===== config.mk =====
export PLATFORM = sky130hd
export DESIGN_NAME = gto_ram
export DESIGN_NICKNAME = d
export VERILOG_FILES = /design/src/design/gto_ram.sv
export SDC_FILE = /design/constraint.sdc
export NUM_CORES = 1
export LEC_CHECK = 0
export BUFFER_PORTS_ARGS = -buffer_cell sky130_fd_sc_hd__clkbuf_2
export CORE_ASPECT_RATIO = 1.4
export CORE_UTILIZATION = 50
export CTS_BUF_LIST = sky130_fd_sc_hd__clkbuf_4 sky130_fd_sc_hd__clkbuf_8 sky130_fd_sc_hd__clkbuf_16
export CTS_CLUSTER_DIAMETER = 80
export DETAILED_ROUTE_END_ITERATION = 6
export PLACE_DENSITY = 0.66
export REMOVE_ABC_BUFFERS = 1
export SLEW_MARGIN = 20
export SYNTH_ARGS = -nofsm -noshare
export SYNTH_HDL_FRONTEND = slang
export SYNTH_SLANG_ARGS = --single-unit

===== constraint.sdc =====
create_clock -name clk -period 2.3 [get_ports clk]
set_input_delay 0.46 -clock clk [delete_from_list [all_inputs] [get_ports clk]]
set_output_delay 0.46 -clock clk [all_outputs]
set_load 0.02 [all_outputs]

===== src/design/gto_ram.sv =====
// Generic single-write, single-read RAM with registered read data.
module gto_ram #(
    parameter int WIDTH = 8,
    parameter int DEPTH = 64
) (
    input  logic                     clk,
    input  logic                     we,
    input  logic [$clog2(DEPTH)-1:0] waddr,
    input  logic [WIDTH-1:0]         wdata,
    input  logic [$clog2(DEPTH)-1:0] raddr,
    output logic [WIDTH-1:0]         rdata
);

    logic [WIDTH-1:0] mem [DEPTH];
    logic [WIDTH-1:0] rdata_reg;

    always_ff @(posedge clk)
    begin
        if (we)
        begin
            mem[waddr] <= wdata;
        end
        rdata_reg <= mem[raddr];
    end

    assign rdata = rdata_reg;

endmodule


==> metrics.md, run 1 <==
| Metric | Value |
|---|---|
| Clk root buf | `clkbuf_16` |
| CP arrival | `between 2 and 3 ns` |
| Slowest-stage cell, CP | `mux4_2` |
| Overflow after GRT | `0` |
| Via density | `5.93` |
| Largest net degree at the start of global routing | `65` |
| Initial antenna violation count | `1` |
| Post-synthesis mux area share | `approximately 16%` |
| Sequential area share after synthesis | `between 70% and 80%` |
| Min-delay src | `wdata[6]` |
| Total CTS buffers | `45` |
| Post-Synthesis Cells | `940` |
| Final critical-path required period | `a little over 2 ns` |
| Row count | `86` |
| Largest area contributor in the netlist | `edfxtp_1` |
| Xor/xnor share of the synthesized area | `0%` |
| Io pins | `30` |
| Vias in the first global route | `just over 10k` |
| Reg2Reg Launch Point | `mem[29][6]` |
| CP Class | `flip-flop to flip-flop` |
| Final Max Tran Viols | `0` |
| CP Max Fanout | `1` |
| Post-synth top cells | `512 x edfxtp_1, 126 x mux4_2, 83 x nor2_1` |
| Hpwl dp | `roughly 29 mm` |
| Adder-Cell Fraction of Synth Area | `0%` |
| Area growth syn-to-layout | `16.7%` |
| Pleak | `7.67 nW` |
| CTS tree | `built` |
| Buffers on Ports | `29` |
| Clock skew | `0.0212 ns` |
| Post-Layout Cell Count | `between 1.5k and 2k` |
| Post-synthesis simple-gate area fraction | `around 3.4%` |
| Mapped cell area | `around 20000 sq um` |
| Pre-CTS setup slack | `-0.247 ns` |
| Setup ws final | `0.238 ns` |
| Iteration-0 DRC Markers | `about 980` |
| Largest family of logic cells by synthesized area | `multiplexers` |
| Synth Flop Type | `edfxtp_1` |
| RD Place Congestion | `roughly 0.82` |
| RSZ-0062 raised after global routing | `no` |
| Ys Warns | `0` |
| Largest buffer count on any clock path | `3` |
| H-tree lvl count | `2` |
| DRT antenna net count | `0` |
| Compound-Gate Fraction of Synth Area | `between 2 and 2.5%` |
| Number of cells after detailed placement | `approximately 1.6k` |
| Fin. Hold Viols | `0` |
| Max-Cap Viols | `0` |
| Final core utilization | `about 59%` |
| CTS resizes | `0` |
| CTS sink cnt | `between 500 and 600` |
| Worst vdd ir | `around 0.67 mV` |
| DRC | `0` |
| First-pass GRT wire length | `66.8 mm` |
| Count leader, synth | `edfxtp_1` |
| # setup viols final | `0` |
| Worst Setup SP | `mem[29][6]` |
| Initial Util | `50.9%` |
| Vias | `between 9k and 10k` |
| Share of cells above drive strength 1 | `approximately 35%` |
| Worst-path cell chain | `mux4_2, mux2_2, o221a_2, nor3_1, buf_4, o32ai_1` |
| Synth top area cells | `edfxtp_1 76%, mux4_2 14%, nor2_1 1.5%, mux2i_1 1.1%, dfxtp_1 0.79%` |
| Min-Delay Path Class | `primary input to flip-flop` |
| Max reg flops | `512` |
| Fmax | `between 400 and 500 MHz` |
| Later-pin clock latency in the skew report | `about 0.57 ns` |
| Total power | `around 20 mW` |
| Pwr per Cell Area | `around 830 nW/um^2` |
| Status | `complete, no violations` |
| Tcrit/Tclk final | `~90%` |
| Number of setup buffers added after CTS | `0` |
| Crit. End Element | `flip-flop` |
| Syn_area_per_cell | `21.5 sq um` |
| Worst-Margin Slew | `roughly 0.77 ns` |
| DIE HEIGHT | `around 240 um` |
| CP required | `roughly 2.7 ns` |
| Post-synth EDFFs | `slightly above 500` |
| CORE AREA | `approximately 40000 sq um` |
| Post-synth ARST share | `0%` |
| Post-CTS Hold Fix Bufs | `0` |
| Slew HR | `between 40% and 50%` |
| WP buf/inv | `1` |
| Post-Route WL | `45.2 mm` |
| Gr usage total | `approximately 23%` |
| Critical path's top delay family | `multiplexers` |
| Count of cell types in the netlist | `40` |
| Nets | `about 1.1k` |
| Yosys reg bits | `520` |
| DIE AREA | `just over 40000 sq um` |
| Die extent in x | `around 170 um` |
| Synth top area share | `roughly 76%` |
| Largest stage delay on the critical path | `0.48 ns` |
| Setup crit start kind | `flip-flop` |
| Drt wl/cell | `~27 um` |
| Pre-antenna DRT Iters | `7` |
| Clk pin slew, worst setup/hold paths | `about 0.070 ns` |
## placed cells by master (no fill, tap or decap), types with 11 or more instances in the layout
master,instances
buf_12,11
nor2_1,83
edfxtp_1,512
clkbuf_2,26
nand2_1,19
mux2i_1,23
clkbuf_16,47
nand3_1,13
buf_4,144
mux4_2,126
nor2b_1,14
mux2_2,13
## worst paths after layout
check | end | slack, ns | cells past startpoint
max | rdata[6] | 0.24 | 6
max reg2reg | rdata[6] | 0.24 | 6
min reg2reg | rdata[4] | 0.86 | 3
min | mem[32][6] | 0.36 | 2
## cell families after synthesis
kind of cell,count (synthesis)
flip-flops,520
multiplexers,162
AND/OR/NAND/NOR,153
AO/OA/AOI/OAI,54
buffers and inverters,51
## worst register-to-register path, stage by stage (launching register included)
cell      delay (ns)
edfxtp_1        0.37
mux4_2          0.48
mux2_2          0.29
o221a_2         0.30
nor3_1          0.27
buf_4           0.17
o32ai_1         0.08
## layout make-up
| type | count | area (sq um) |
|---|---|---|
| diodes | 1 | 2.50 |
| clock buffers | 55 | 1250 |
| clock inverters | 26 | 320 |
| fillers | 2897 | 16100 |
| multi-input cells | 369 | 4320 |
| flip-flops and latches | 520 | 15500 |
| well taps | 528 | 661 |
| repair buffers | 182 | 1450 |
## stage by stage
step / area (sq um) / hold slack [ns] / TNS, ns
after detailed placement: 22000 / 0.855 / -1.27
after global placement: 22000 / 0.823 / -1.22
after CTS: 23500 / 0.348 / 0
final: 23500 / 0.363 / 0
after floorplan: 19900 / 0.559 / 0
after global routing: 23500 / 0.385 / 0
## report_power, final
group | internal (mW) | switching (mW)
sequential | 10.5 | 0.0362
combinational | 0.453 | 0.638
clock | 4.67 | 3.31
total | 15.6 | 3.99
## layer usage
| metal | up-vias | GRT usage, % | part of all wire, % | wire, um |
|---|---|---|---|---|
| met3 | 79 | 3.55 | 6.4 | 2880 |
| met4 | 0 | 9.65 | 3.6 | 1640 |
| met5 | - | 0 | 0 | 0 |
| li1 | 4278 | - | - | - |
| met1 | 5225 | 29.8 | 38 | 17100 |
| met2 | 382 | 39.2 | 52 | 23600 |
Note: power is estimated with default switching activity, not from simulation.
==> inputs of run 2 (changes only) <==
--- a/config.mk
+++ b/config.mk
@@ -9,7 +9,7 @@
 export CORE_ASPECT_RATIO = 1.4
 export CORE_UTILIZATION = 50
 export CTS_BUF_LIST = sky130_fd_sc_hd__clkbuf_4 sky130_fd_sc_hd__clkbuf_8 sky130_fd_sc_hd__clkbuf_16
-export CTS_CLUSTER_DIAMETER = 80
+export CTS_CLUSTER_DIAMETER = 50
 export DETAILED_ROUTE_END_ITERATION = 6
 export PLACE_DENSITY = 0.66
 export REMOVE_ABC_BUFFERS = 1
==> constraint.sdc (replaced) <==
create_clock -name clk -period 2.45 [get_ports clk]
set_input_delay 0.49 -clock clk [delete_from_list [all_inputs] [get_ports clk]]
set_output_delay 0.49 -clock clk [all_outputs]
set_load 0.02 [all_outputs]
==> run 2 against run 1 <==
- via count barely moved
- sequential share of layout area up 0.26 points
- sequential power shrank 6%
- count of clock-buffer cells in the layout up 6
- global-route usage about the same
- final cell count decreased by 0.54%
- hold slack improved by 0.065 ns
- register-to-register slack improved by 0.18 ns
- fmax grew 1.5%
- clock power down 7.3%
==> metrics.md, run 2 (same netlist as run 1, synthesis figures left out) <==
| Metric | Value |
|---|---|
| Combinational fraction of design power | `5.6% (about the same)` |
| Pint | `14.6 mW (was 15.6 mW)` |
| Commonest cells after routing, fill and taps aside | `512 x edfxtp_1, 132 x buf_4, 126 x mux4_2, 83 x nor2_1, 49 x clkbuf_16 (was 512 x edfxtp_1, 144 x buf_4, 126 x mux4_2, 83 x nor2_1, 47 x clkbuf_16)` |
| Part of the power in the clock network | `40.5% (was 40.7%)` |
| CP arrival | `2.45 ns (was 2.51 ns)` |
| CTS tree | `built (unchanged)` |
| Slew HR | `32.0% (was 48.8%)` |
| Sw Ratio | `20.2% (was 20.3%)` |
| Net Switching | `3.70 mW (was 3.99 mW)` |
| Worst vdd ir | `0.699 mV (was 0.665 mV)` |
| Reg2reg setup slack | `0.42 ns (was 0.24 ns)` |
| Max reg flops | `512 (unchanged)` |
| CP Max Fanout | `1 (unchanged)` |
| Worst R2R End | `rdata[4] (was rdata[6])` |
| Min-Delay Path Class | `primary input to flip-flop (unchanged)` |
| Io pins | `30 (unchanged)` |
| Post-CTS Hold Fix Bufs | `0 (unchanged)` |
| Vias | `9970 (was 9964)` |
| Vias in the first global route | `10.3k (was 10.4k)` |
| Crit. End Element | `flip-flop (unchanged)` |
| Status | `complete, no violations (unchanged)` |
| DIE AREA | `41200 sq um (unchanged)` |
| Total CTS buffers | `46 (was 45)` |
| Number of setup buffers added after CTS | `0 (unchanged)` |
| Die extent in x | `172 um (unchanged)` |
| Fmax | `492 MHz (was 485 MHz)` |
| Commonest non-fill, non-tap cell in the layout | `edfxtp_1 (unchanged)` |
| # setup viols final | `0 (unchanged)` |
| Nets | `1129 (was 1140)` |
| Drt wl/cell | `26.9 um (about the same)` |
| Largest stage delay on the critical path | `0.47 ns (was 0.48 ns)` |
| Seq pwr share | `54.0% (was 53.7%)` |
| Min-delay src | `wdata[0] (was wdata[6])` |
| Pleak | `7.63 nW (was 7.67 nW)` |
| Hpwl dp | `29.0 mm (was 29.2 mm)` |
| Area growth syn-to-layout | `16.2% (was 16.7%)` |
| Worst hold stages | `2 (unchanged)` |
| CTS sink cnt | `520 (unchanged)` |
| DRT antenna net count | `0 (unchanged)` |
| Buffers on Ports | `29 (unchanged)` |
| Row count | `86 (unchanged)` |
| Share of cells above drive strength 1 | `33.9% (was 34.5%)` |
| Gr usage total | `23.2% (was 23.1%)` |
| Max-Cap Viols | `0 (unchanged)` |
| CORE AREA | `39600 sq um (unchanged)` |
| Hold_ws | `0.428 ns (was 0.363 ns)` |
| Post-DP Area | `21900 sq um (was 22000 sq um)` |
| Clock skew | `0.0211 ns (was 0.0212 ns)` |
| Final Max Tran Viols | `0 (unchanged)` |
| Via density | `5.96 (was 5.93)` |
| Overflow after GRT | `0 (unchanged)` |
| WHS Endpoint | `mem[11][0] (was mem[32][6])` |
| Setup crit start kind | `flip-flop (unchanged)` |
| DIE HEIGHT | `240 um (unchanged)` |
| Largest net degree at the start of global routing | `65 (unchanged)` |
| Final core utilization | `59.2% (was 59.4%)` |
| DRC | `0 (unchanged)` |
| H-tree lvl count | `2 (unchanged)` |
| Slowest-stage cell, CP | `mux4_2 (unchanged)` |
| Pre-antenna DRT Iters | `5 (was 7)` |
| RSZ-0062 raised after global routing | `no (unchanged)` |
| RD Place Congestion | `0.829 (was 0.817)` |
| Reg2Reg Launch Point | `mem[29][4] (was mem[29][6])` |
| Initial Util | `50.9% (unchanged)` |
| Pwr per Cell Area | `781 nW/um^2 (was 833 nW/um^2)` |
| Tcrit/Tclk final | `82.9% (was 89.7%)` |
| First-pass GRT wire length | `66.9 mm (was 66.8 mm)` |
| Largest buffer count on any clock path | `3 (unchanged)` |
| FF-to-FF path depth | `6 (unchanged)` |
| Post-Route WL | `45.0 mm (was 45.2 mm)` |
| Final critical-path required period | `2.03 ns (was 2.06 ns)` |
| Clk pin slew, worst setup/hold paths | `0.07 ns (about the same)` |
| Fin. Hold Viols | `0 (unchanged)` |
| CP required | `2.87 ns (was 2.74 ns)` |
| Initial antenna violation count | `0 (was 1)` |
| Worst-Margin Slew | `1.02 ns (was 0.768 ns)` |
| CTS resizes | `0 (unchanged)` |
| Design Area, Final | `23400 sq um (was 23500 sq um)` |
| Clk root buf | `clkbuf_16 (unchanged)` |
| CP Class | `flip-flop to flip-flop (unchanged)` |
| Worst-path cell chain | `mux4_2, mux2_2, o221a_2, nor3_1, buf_4, o32ai_1 (unchanged)` |
| Later-pin clock latency in the skew report | `0.57 ns (about the same)` |
| Iteration-0 DRC Markers | `1008 (was 978)` |
run 2: changes by cell type in the layout (fill, tap and decap cells not counted):
cell,before,now
inv_6,3,0
clkbuf_16,47,49
buf_4,144,132
clkinv_2,6,8
clkbuf_4,6,10
bufinv_16,7,5
clkinvlp_4,3,1
clkinv_1,6,8
run 2: worst max-delay path: cells and delay by family (launching register included):
kind	cells	cell delay [ns]
multiplexers	2	0.76
flip-flops	1	0.37
AO/OA/AOI/OAI	2	0.38
buffers and inverters	1	0.17
AND/OR/NAND/NOR	1	0.22
run 2: routing by layer:
layer | GRT usage, % | wire length, um | up-vias
met5 | 0 | 0 | -
met4 | 8.58 | 1490 | 0
met3 | 4.33 | 3210 | 88
met2 | 39.5 | 23600 | 404
met1 | 29.6 | 16700 | 5214
li1 | - | - | 4264
run 2: area by class of cell:
| cell class | count | area (sq um) |
|---|---|---|
| diodes | 1 | 2.50 |
| clock buffers | 61 | 1330 |
| clock inverters | 23 | 236 |
| fillers | 2910 | 16200 |
| multi-input cells | 369 | 4320 |
| flip-flops and latches | 520 | 15500 |
| well taps | 528 | 661 |
| repair buffers | 170 | 1360 |
run 2: worst max-delay path by stage:
stage,depth (start not counted),endpoint,startpoint
2_1_floorplan,5,rdata[4],raddr[0]
3_3_place_gp,9,rdata[3],raddr[0]
3_5_place_dp,9,rdata[5],raddr[0]
4_1_cts,6,rdata[4],mem[29][4]
5_1_grt,6,rdata[4],mem[29][4]
6_report,6,rdata[4],mem[29][4]
run 2: power by group through the flow:
stage               clock network (mW)  logic [mW]  registers (mW)
floorplan                            0       0.382            10.1
global placement                     0        1.01            10.1
detailed placement                   0        1.03            10.1
CTS                               7.53        1.03            9.87
global route                      7.85        1.08            9.87
finish                            7.40        1.02            9.88
run 2: metrics by stage:
stage | worst slack [ns] | setup TNS, ns | power, mW | std cells
CTS | 0.411 | 0 | 18.4 | 1671
finish | 0.418 | 0 | 18.3 | 1672
global placement | -0.112 | -0.186 | 11.1 | 1587
detailed placement | -0.120 | -0.268 | 11.1 | 1587
floorplan | 0.599 | 0 | 10.5 | 889
global route | 0.351 | 0 | 18.8 | 1671
