$ cat src/design/gto_pkg.sv
// Shared types and constants of the graph traversal order block.
package gto_pkg;

    localparam int NODE_W = 6;
    localparam int REQ_W = 2;
    localparam int NODE_LIMIT = 1 << NODE_W;
    localparam int IN_DATA_W = 24;
    localparam int OUT_DATA_W = 8;

    localparam logic [REQ_W-1:0] REQ_ADD = 2'd0;
    localparam logic [REQ_W-1:0] REQ_START = 2'd1;
    localparam logic [REQ_W-1:0] REQ_CLEAR = 2'd2;

    localparam logic ST_NODE = 1'b0;
    localparam logic ST_DROPPED = 1'b1;

    typedef struct packed {
        logic push;
        logic flush;
        logic [NODE_W-1:0] node;
        logic status;
    } gto_emit_t;

    typedef struct packed {
        logic push_ok;
        logic flush_ok;
    } gto_obuf_stat_t;

endpackage

$ cat src/design/gto_obuf.sv
// Result buffer: one pending result and the output register that drives the master side.
module gto_obuf (
    input  logic                       clk,
    input  logic                       rst_n,
    input  gto_pkg::gto_emit_t         emit,
    output gto_pkg::gto_obuf_stat_t    stat,
    output logic                       m_tvalid,
    input  logic                       m_tready,
    output logic [gto_pkg::OUT_DATA_W-1:0] m_tdata,
    output logic                       m_tlast,
    output logic                       m_tuser
);

    logic                        pend_valid_reg;
    logic                        pend_valid_next;
    logic [gto_pkg::NODE_W-1:0]  pend_node_reg;
    logic [gto_pkg::NODE_W-1:0]  pend_node_next;
    logic                        pend_status_reg;
    logic                        pend_status_next;
    logic                        out_valid_reg;
    logic                        out_valid_next;
    logic [gto_pkg::NODE_W-1:0]  out_node_reg;
    logic [gto_pkg::NODE_W-1:0]  out_node_next;
    logic                        out_last_reg;
    logic                        out_last_next;
    logic                        out_status_reg;
    logic                        out_status_next;
    logic                        out_free;

    assign out_free = !out_valid_reg || m_tready;
    assign stat.push_ok = !pend_valid_reg || out_free;
    assign stat.flush_ok = out_free;

    always_comb
    begin
        pend_valid_next = pend_valid_reg;
        pend_node_next = pend_node_reg;
        pend_status_next = pend_status_reg;
        out_valid_next = out_valid_reg && !m_tready;
        out_node_next = out_node_reg;
        out_last_next = out_last_reg;
        out_status_next = out_status_reg;
        if (emit.flush && out_free)
        begin
            out_valid_next = 1'b1;
            out_node_next = pend_node_reg;
            out_status_next = pend_status_reg;
            out_last_next = 1'b1;
            pend_valid_next = 1'b0;
        end
        else if (emit.push && stat.push_ok)
        begin
            if (pend_valid_reg)
            begin
                out_valid_next = 1'b1;
                out_node_next = pend_node_reg;
                out_status_next = pend_status_reg;
                out_last_next = 1'b0;
            end
            pend_valid_next = 1'b1;
            pend_node_next = emit.node;
            pend_status_next = emit.status;
        end
    end

    always_ff @(posedge clk or negedge rst_n)
    begin
        if (!rst_n)
        begin
            pend_valid_reg <= 1'b0;
            out_valid_reg <= 1'b0;
        end
        else
        begin
            pend_valid_reg <= pend_valid_next;
            out_valid_reg <= out_valid_next;
        end
    end

    always_ff @(posedge clk)
    begin
        pend_node_reg <= pend_node_next;
        pend_status_reg <= pend_status_next;
        out_node_reg <= out_node_next;
        out_last_reg <= out_last_next;
        out_status_reg <= out_status_next;
    end

    assign m_tvalid = out_valid_reg;
    assign m_tdata = gto_pkg::OUT_DATA_W'(out_node_reg);
    assign m_tlast = out_last_reg;
    assign m_tuser = out_status_reg;

endmodule

$ cat config.mk
export PLATFORM = sky130hd
export DESIGN_NAME = gto_obuf
export DESIGN_NICKNAME = d
export VERILOG_FILES = /design/src/design/gto_pkg.sv /design/src/design/gto_obuf.sv
export SDC_FILE = /design/constraint.sdc
export NUM_CORES = 1
export LEC_CHECK = 0
export BUFFER_PORTS_ARGS = -buffer_cell sky130_fd_sc_hd__buf_2
export CELL_PAD_IN_SITES_DETAIL_PLACEMENT = 0
export CELL_PAD_IN_SITES_GLOBAL_PLACEMENT = 1
export CORE_MARGIN = 3
export CORE_UTILIZATION = 35
export DETAILED_ROUTE_END_ITERATION = 7
export GPL_TIMING_DRIVEN = 0
export PLACE_DENSITY = 0.78
export SYNTH_ARGS = -nofsm -noshare
export SYNTH_HDL_FRONTEND = slang
export SYNTH_SLANG_ARGS = --single-unit
$ cat constraint.sdc
create_clock -name clk -period 1.9 [get_ports clk]
set_clock_uncertainty 0.2 [all_clocks]
set_input_delay 0.095 -clock clk [delete_from_list [all_inputs] [get_ports clk]]
set_output_delay 0.095 -clock clk [all_outputs]
set_load 0.05 [all_outputs]
==> results.toml, run 1 <==
[critical_path]
required_ns = 1.94
worstSetupPathType = "input port to flop"
cp.arrival_ns = 1.79
worst-path-buf-inv = 4
cp_cell_sequence = "dlygate4sd3_1 -> buf_2 -> nor2b_4 -> inv_2 -> nand2_2 -> dlygate4sd3_1 -> o21a_1"
cp_top_family = "buffers and inverters"
end_kind = "flop"
startpoint = "m_tready"
cp_common_cell = "dlygate4sd3_1"
crit_path_start_kind = "input port"
reg2reg_from = "m_tvalid$_DFF_PN0_"
cp_max_fo = 4
slowest_stage = "dlygate4sd3_1"
cp_slowest_stage_delay_ns = 0.58

[placed_design]
port_buffers = 22
hpwl_um = 662
dp.cells = 72
gp_congestion = 0.7438
placed_cell_area_um2 = 720.7
dp_slack_ns = 0.3407

[floorplanning]
core_area_um2 = 1541
dieArea_um2 = 2192
die_x_um = 46.82
ioPinCount = 25
die_y_um = 46.82
row_count = 14
initial_core_util_pct = 37.82

[finish]
final_area_um2 = 887.1
final_common_cell = "buf_2"
register_area_um2 = 491.7
fin_nets = 87
multi_input_area_um2 = 72.57
layout-drive-gt1-share_pct = 44.59
diodes = 0
final_cell_mix = "buf_2, dlygate4sd3_1, edfxtp_1"
fin_cells = 90
area_delta_synth_final_pct = 52.15
fill_cells = 122
post-route-util_pct = 57.55

[drt]
drc = 0
postRouteAntennaNets = 0
dr.pass1.iters = 4
drt_wl_total_um = 1076
wl_per_cell_um = 11.96
drtIter0Drc = 4
vias = 400
vias_per_cell = 4.444

[yosys]
netlist_instances = 33
synth_area_um2 = 583.1
avgSynthCellArea_um2 = 17.67
synthArstFlopShare_pct = 11.76
yosys_warnings = 0
synth.distinct_cells = 14
synth_ff_type = "edfxtp_1"
seq_area_frac_synth_pct = 84.12
synth_seq_cells = 17
synth_edf_count = 14

[grt]
grt_util_all_layers_pct = 11.89
grt_max_degree = 10
antenna_found_initial = 0
grt_pass1_wl_um = 1725
grt_pass1_vias = 408
gr-total-overflow = 0

[run_status]
status = "completed"

[worst_hold_path]
holdCritPathClass = "flop to flop"
holdCritStartpoint = "pend_node_reg[3]$_DFFE_PP_"

[timing]
layout_setup_ws_ns = 0.1494
relSlewSlack_pct = 65.14
final.setup.tns_ns = 0
setup_violations = 0
timing.fmax_mhz = 571.2
slew_viol_final = 0
holdWs_ns = 0.2290
fin_crit_sh_pct = 92.14
worst_pin_slew_ns = 0.5210
hold_violations = 0
period_minus_slack_ns = 1.751
grt_setup_unrepaired = "false"

[clock_tree]
htree_levels = 1
numCtsBuffers = 3
clockRootBuffer = "clkbuf_4"
clock_sinks = 17
cts_buffer_depth = 2
tritoncts = "done"
clk_pin_slew_ns = 0.10
clock_latency_ns = 0.29

[run]
maxCapViolations = 0

[pwr]
leakage_nw = 0.3759
p_per_area_nw_per_um2 = 902.9
report.power.total_uw = 801.0
ir_drop_uv = 561.9
-- layer usage --
metal,vias to the layer above,GRT usage [%],wire [µm]
met3,4,3.448,72
li1,192,-,-
met4,0,8.840,38
met5,-,0,0
met2,19,18.97,557
met1,185,13.43,407
-- cells in the mapped netlist, types with 2 or more instances --
cell type / count / area share (%)
nand2_1: 4 / 2.6
dfrtp_1: 2 / 8.6
edfxtp_1: 14 / 72
buf_4: 3 / 3.9
-- where the power goes --
group          leakage (nW)  internal [mW]  switching, mW  total, mW
logic                 0.198         0.0543          0.111      0.165
clock network        0.0150         0.0817          0.109      0.191
registers             0.163          0.436        0.00899      0.445
total                 0.376          0.572          0.229      0.801
-- cell families after synthesis --
| group | after synthesis | share of synthesized area, % |
|---|---|---|
| AO/OA/AOI/OAI | 3 | 3.003 |
| buffers and inverters | 4 | 4.506 |
| other | 1 | 0.6432 |
| AND/OR/NAND/NOR | 8 | 7.725 |
| flip-flops | 17 | 84.12 |
-- area by class of cell --
type	instances	area share (%)
sequential	17	55.43
timing repair buffer	36	28.21
tap	16	2.257
clock buffer	4	2.962
multi-input combinational	13	8.181
inverter	1	0.4231
buffer	3	2.539
-- what timing repair did --
action,4_1_cts,5_1_grt
buffers inserted,0,0
endpoints found under the hold margin,12,0
gates resized for setup,0,0
hold buffers,14,0
-- path summary, 6_finish.rpt --
path	depth (start not counted)	to	slack, ns
setup / recovery	7	pend_valid_reg$_DFFE_PN0P_	0.15
setup reg to reg	5	pend_valid_reg$_DFFE_PN0P_	0.24
max in group asynchronous	3	m_tvalid$_DFF_PN0_	0.89
hold reg to reg	0	out_node_reg[3]$_DFFE_PP_	0.23
hold / removal	0	out_node_reg[3]$_DFFE_PP_	0.23
min in group asynchronous	3	m_tvalid$_DFF_PN0_	0.47
(Power assumes the default switching activity.)
==> inputs of run 2 (changes only) <==
--- a/config.mk
+++ b/config.mk
@@ -13,6 +13,7 @@
 export DETAILED_ROUTE_END_ITERATION = 7
 export GPL_TIMING_DRIVEN = 0
 export PLACE_DENSITY = 0.78
+export RECOVER_POWER = 50
 export SYNTH_ARGS = -nofsm -noshare
 export SYNTH_HDL_FRONTEND = slang
 export SYNTH_SLANG_ARGS = --single-unit
==> run 2 against run 1 <==
Effect of this change:
- hold slack is the same
- highest routed layer unchanged
- die area unchanged
- largest cell class unchanged
- total power shrank 0.32%
==> results.toml, run 2 (synthesized netlist as in run 1, its figures left out) <==
[clock_tree]
clk_pin_slew_ns = 0.10
cts_setup_buffers = 0
numCtsBuffers = 3
clock_sinks = 17
htree_levels = 1
ctsResizeCount = 0
clockRootBuffer = "clkbuf_4"
postCtsHoldBufs = 14
tritoncts = "done"
clock_latency_ns = 0.29
cts_buffer_depth = 2

[drt]
vias_per_cell = 4.444
drtIter0Drc = 4
dr.pass1.iters = 4
vias = 400
postRouteAntennaNets = 0
wl_per_cell_um = 12.03
drc = 0
drt_wl_total_um = 1083

[timing]
final.setup.tns_ns = 0
relSlewSlack_pct = 59.97
fin_crit_sh_pct = 92.14
grt_setup_unrepaired = "false"
timing.fmax_mhz = 571.2
worst_pin_slew_ns = 0.6030
holdWs_ns = 0.2290
period_minus_slack_ns = 1.751
setup_violations = 0
hold_violations = 0
slew_viol_final = 0

[worst_hold_path]
min_path_cells = 0
holdCritStartpoint = "pend_node_reg[3]$_DFFE_PP_"
hold_path_end = "out_node_reg[3]$_DFFE_PP_"
holdCritPathClass = "flop to flop"

[critical_path]
cp_max_fo = 4
cp.arrival_ns = 1.79
rr_worst_depth = 5
reg2reg_slack_ns = 0.24
required_ns = 1.94
crit_path_start_kind = "input port"
reg2reg_from = "m_tvalid$_DFF_PN0_"
r2r-end = "pend_valid_reg$_DFFE_PN0P_"
end_kind = "flop"
worstSetupPathType = "input port to flop"

[placed_design]
port_buffers = 22
gp_congestion = 0.7438
placed_cell_area_um2 = 720.7
hpwl_um = 662

[finish]
final_common_cell = "buf_2"
area_delta_synth_final_pct = 50.86
fill_cells = 128
fin_nets = 87
final_area_um2 = 879.6
layout-drive-gt1-share_pct = 36.49
diodes = 0
final_cell_mix = "buf_2, dlygate4sd3_1, edfxtp_1"

[floorplanning]
core_area_um2 = 1541
ioPinCount = 25
row_count = 14
die_x_um = 46.82
die_y_um = 46.82
dieArea_um2 = 2192
initial_core_util_pct = 37.82

[grt]
gr-total-overflow = 0
grt_max_degree = 10
grt_pass1_wl_um = 1725
grt_pass1_vias = 408
grt_util_all_layers_pct = 11.89
antenna_found_initial = 0

[run_status]
status = "completed"

[run]
maxCapViolations = 0

[pwr]
ir_drop_uv = 570.0
p_per_area_nw_per_um2 = 907.7
leakage_nw = 0.3602
report.power.total_uw = 798.4
==> run 2: worst max path at each step <==
stage | depth (start not counted) | from | slack (ns) | to
after floorplan | 3 | m_tvalid$_DFF_PN0_ | 0.14 | pend_node_reg[0]$_DFFE_PP_
after global placement | 4 | m_tvalid$_DFF_PN0_ | 0.38 | pend_status_reg$_DFFE_PP_
after detailed placement | 4 | m_tvalid$_DFF_PN0_ | 0.34 | pend_node_reg[3]$_DFFE_PP_
after CTS | 7 | m_tready | 0.22 | pend_valid_reg$_DFFE_PN0P_
after global routing | 7 | m_tready | 0.07 | pend_valid_reg$_DFFE_PN0P_
final | 7 | m_tready | 0.15 | pend_valid_reg$_DFFE_PN0P_
==> run 2: routing by layer <==
layer,wire length (µm),track usage [%],vias up
met3,76,3.448,4
li1,-,-,192
met4,38,8.840,0
met1,411,13.43,185
met2,557,18.97,19
met5,0,0,-
==> run 2: through the flow <==
step / std cells / util (%) / setup slack, ns
after global routing: 90 / 57.06 / 0.06797
after detailed placement: 72 / 46.75 / 0.3407
final: 90 / 57.06 / 0.1494
after global placement: 72 / 46.75 / 0.3766
after floorplan: 34 / - / 0.1384
after CTS: 90 / 57.55 / 0.2219
==> run 2: power breakdown <==
group          switching (mW)  internal, mW  leakage [nW]  total, mW
logic                   0.111        0.0513         0.182      0.162
registers             0.00932         0.436         0.163      0.445
clock network           0.109        0.0817        0.0150      0.191
total                   0.229         0.569         0.360      0.798
==> run 2: cell type report <==
class,instances,area [µm²],share of cell area (%)
Inverter,1,3.754,0.4267
Tap cell,16,20.02,2.276
Clock buffer,4,26.28,2.987
Sequential cell,17,491.7,55.90
Timing Repair Buffer,36,242.7,27.60
Buffer,3,22.52,2.560
Multi-Input combinational cell,13,72.57,8.250
==> run 2: critical path, stage by stage <==
cell           delay [ns]
dlygate4sd3_1        0.55
buf_2                0.14
nor2b_4              0.16
inv_2                0.07
nand2_2              0.07
dlygate4sd3_1        0.58
o21a_1               0.12
==> inputs of run 3 (changes only) <==
--- a/config.mk
+++ b/config.mk
@@ -14,6 +14,7 @@
 export GPL_TIMING_DRIVEN = 0
 export PLACE_DENSITY = 0.78
 export RECOVER_POWER = 50
+export SETUP_SLACK_MARGIN = 0.15
 export SYNTH_ARGS = -nofsm -noshare
 export SYNTH_HDL_FRONTEND = slang
 export SYNTH_SLANG_ARGS = --single-unit
==> run 3 against run 2 <==
Effect of this change:
- count of clock-buffer cells in the layout unchanged
- register-to-register slack improved by 0.05 ns
- first-iteration DRC count decreased by 25%
- fmax increased by 4.0%
- critical path depth unchanged
- core utilization increased by 0.16 points
- global-route usage decreased by 1.8 points
- sequential share of layout area decreased by 0.16 points
==> results.toml, run 3 (synthesized netlist as in run 1, its figures left out) <==
[run_status]
status = "completed"

[finish]
fill_cells = 143
fin_cells = 90
diodes = 0
layout-drive-gt1-share_pct = 39.19
final_cell_mix = "buf_2, dlygate4sd3_1, edfxtp_1"
area_delta_synth_final_pct = 51.29
fin_nets = 87
final_common_cell = "buf_2"

[pwr]
report.power.total_uw = 791.6
leakage_nw = 0.3646
ir_drop_uv = 353.2
p_per_area_nw_per_um2 = 897.4

[floorplanning]
initial_core_util_pct = 37.82
die_x_um = 46.82
die_y_um = 46.82
core_area_um2 = 1541
row_count = 14
ioPinCount = 25
dieArea_um2 = 2192

[run]
maxCapViolations = 0

[drt]
drtIter0Drc = 3
postRouteAntennaNets = 0
drc = 0
vias = 382
vias_per_cell = 4.244
drt_wl_total_um = 991
wl_per_cell_um = 11.01
dr.pass1.iters = 2

[worst_hold_path]
holdCritPathClass = "flop to flop"

[timing]
worst_pin_slew_ns = 0.6020
final.setup.tns_ns = 0
fin_crit_sh_pct = 88.60
timing.fmax_mhz = 594.0
slew_viol_final = 0
period_minus_slack_ns = 1.683
grt_setup_unrepaired = "false"
hold_violations = 0
setup_violations = 0
relSlewSlack_pct = 60.04

[clock_tree]
tritoncts = "done"
clock_sinks = 17
cts_buffer_depth = 2
htree_levels = 1
clock_latency_ns = 0.28
numCtsBuffers = 3
clockRootBuffer = "clkbuf_4"
ctsResizeCount = 0
clk_pin_slew_ns = 0.09

[placed_design]
hpwl_um = 660.6
gp_congestion = 0.7393
port_buffers = 22
dp.cells = 72

[grt]
gr-total-overflow = 0
grt_pass1_wl_um = 1497
grt_util_all_layers_pct = 10.13
grt_pass1_vias = 368
grt_max_degree = 10
antenna_found_initial = 0

[critical_path]
required_ns = 1.87
crit_path_start_kind = "input port"
cp.arrival_ns = 1.65
worstSetupPathType = "input port to flop"
cp_max_fo = 4
end_kind = "flop"
-- run 3: final timing paths --
path	startpoint	end	slack [ns]	cells after the start
min in group asynchronous	rst_n	pend_valid_reg$_DFFE_PN0P_	0.49	3
hold / removal	pend_status_reg$_DFFE_PP_	m_tuser$_DFFE_PP_	0.23	0
hold reg to reg	pend_status_reg$_DFFE_PP_	m_tuser$_DFFE_PP_	0.23	0
max in group asynchronous	rst_n	m_tvalid$_DFF_PN0_	0.88	3
setup / recovery	m_tready	m_tlast$_SDFFE_PP1P_	0.22	7
setup reg to reg	m_tvalid$_DFF_PN0_	m_tlast$_SDFFE_PP1P_	0.29	4
-- run 3: through the flow --
step,cell area (µm²),worst slack (ns),hold WS [ns],utilization [%]
floorplan,591.8,0.1911,-0.4006,-
global route,882.1,0.1555,0.2438,57.22
global placement,721.9,0.4123,-0.3169,46.83
CTS,888.4,0.2296,0.2300,57.63
finish,882.1,0.2166,0.2269,57.22
detailed placement,721.9,0.3757,-0.3151,46.83
-- run 3: final cells by class --
type                       count  area (µm²)  share of cell area (%)
multi-input combinational     13       73.82                   8.369
sequential                    17       491.7                   55.74
inverter                       1       3.754                  0.4255
timing repair buffer          36       244.0                   27.66
tap                           16       20.02                   2.270
clock buffer                   4       26.28                   2.979
buffer                         3       22.52                   2.553
-- run 3: report_power, final --
part	leakage, nW	internal (mW)	switching, mW
registers	0.163	0.436	0.00940
clock network	0.0150	0.0813	0.101
logic	0.187	0.0540	0.110
-- run 3: worst max-delay path: stages --
cell and delay [ns]:
dlygate4sd3_1 0.53, buf_2 0.13, nor2b_4 0.15, inv_2 0.06, nand2_2 0.08, nand2_1 0.05, dlygate4sd3_1 0.55
-- run 3: what timing repair did --
action                                 4_1_cts  5_1_grt
hold buffers                                14        0
endpoints found under the hold margin       12        0
setup buffers                                0        0
-- run 3: layer usage --
layer	part of all wire (%)	track usage, %
met5	0	0
met4	1.6	4.972
met3	5.5	3.831
met2	54	17.34
met1	39	10.92
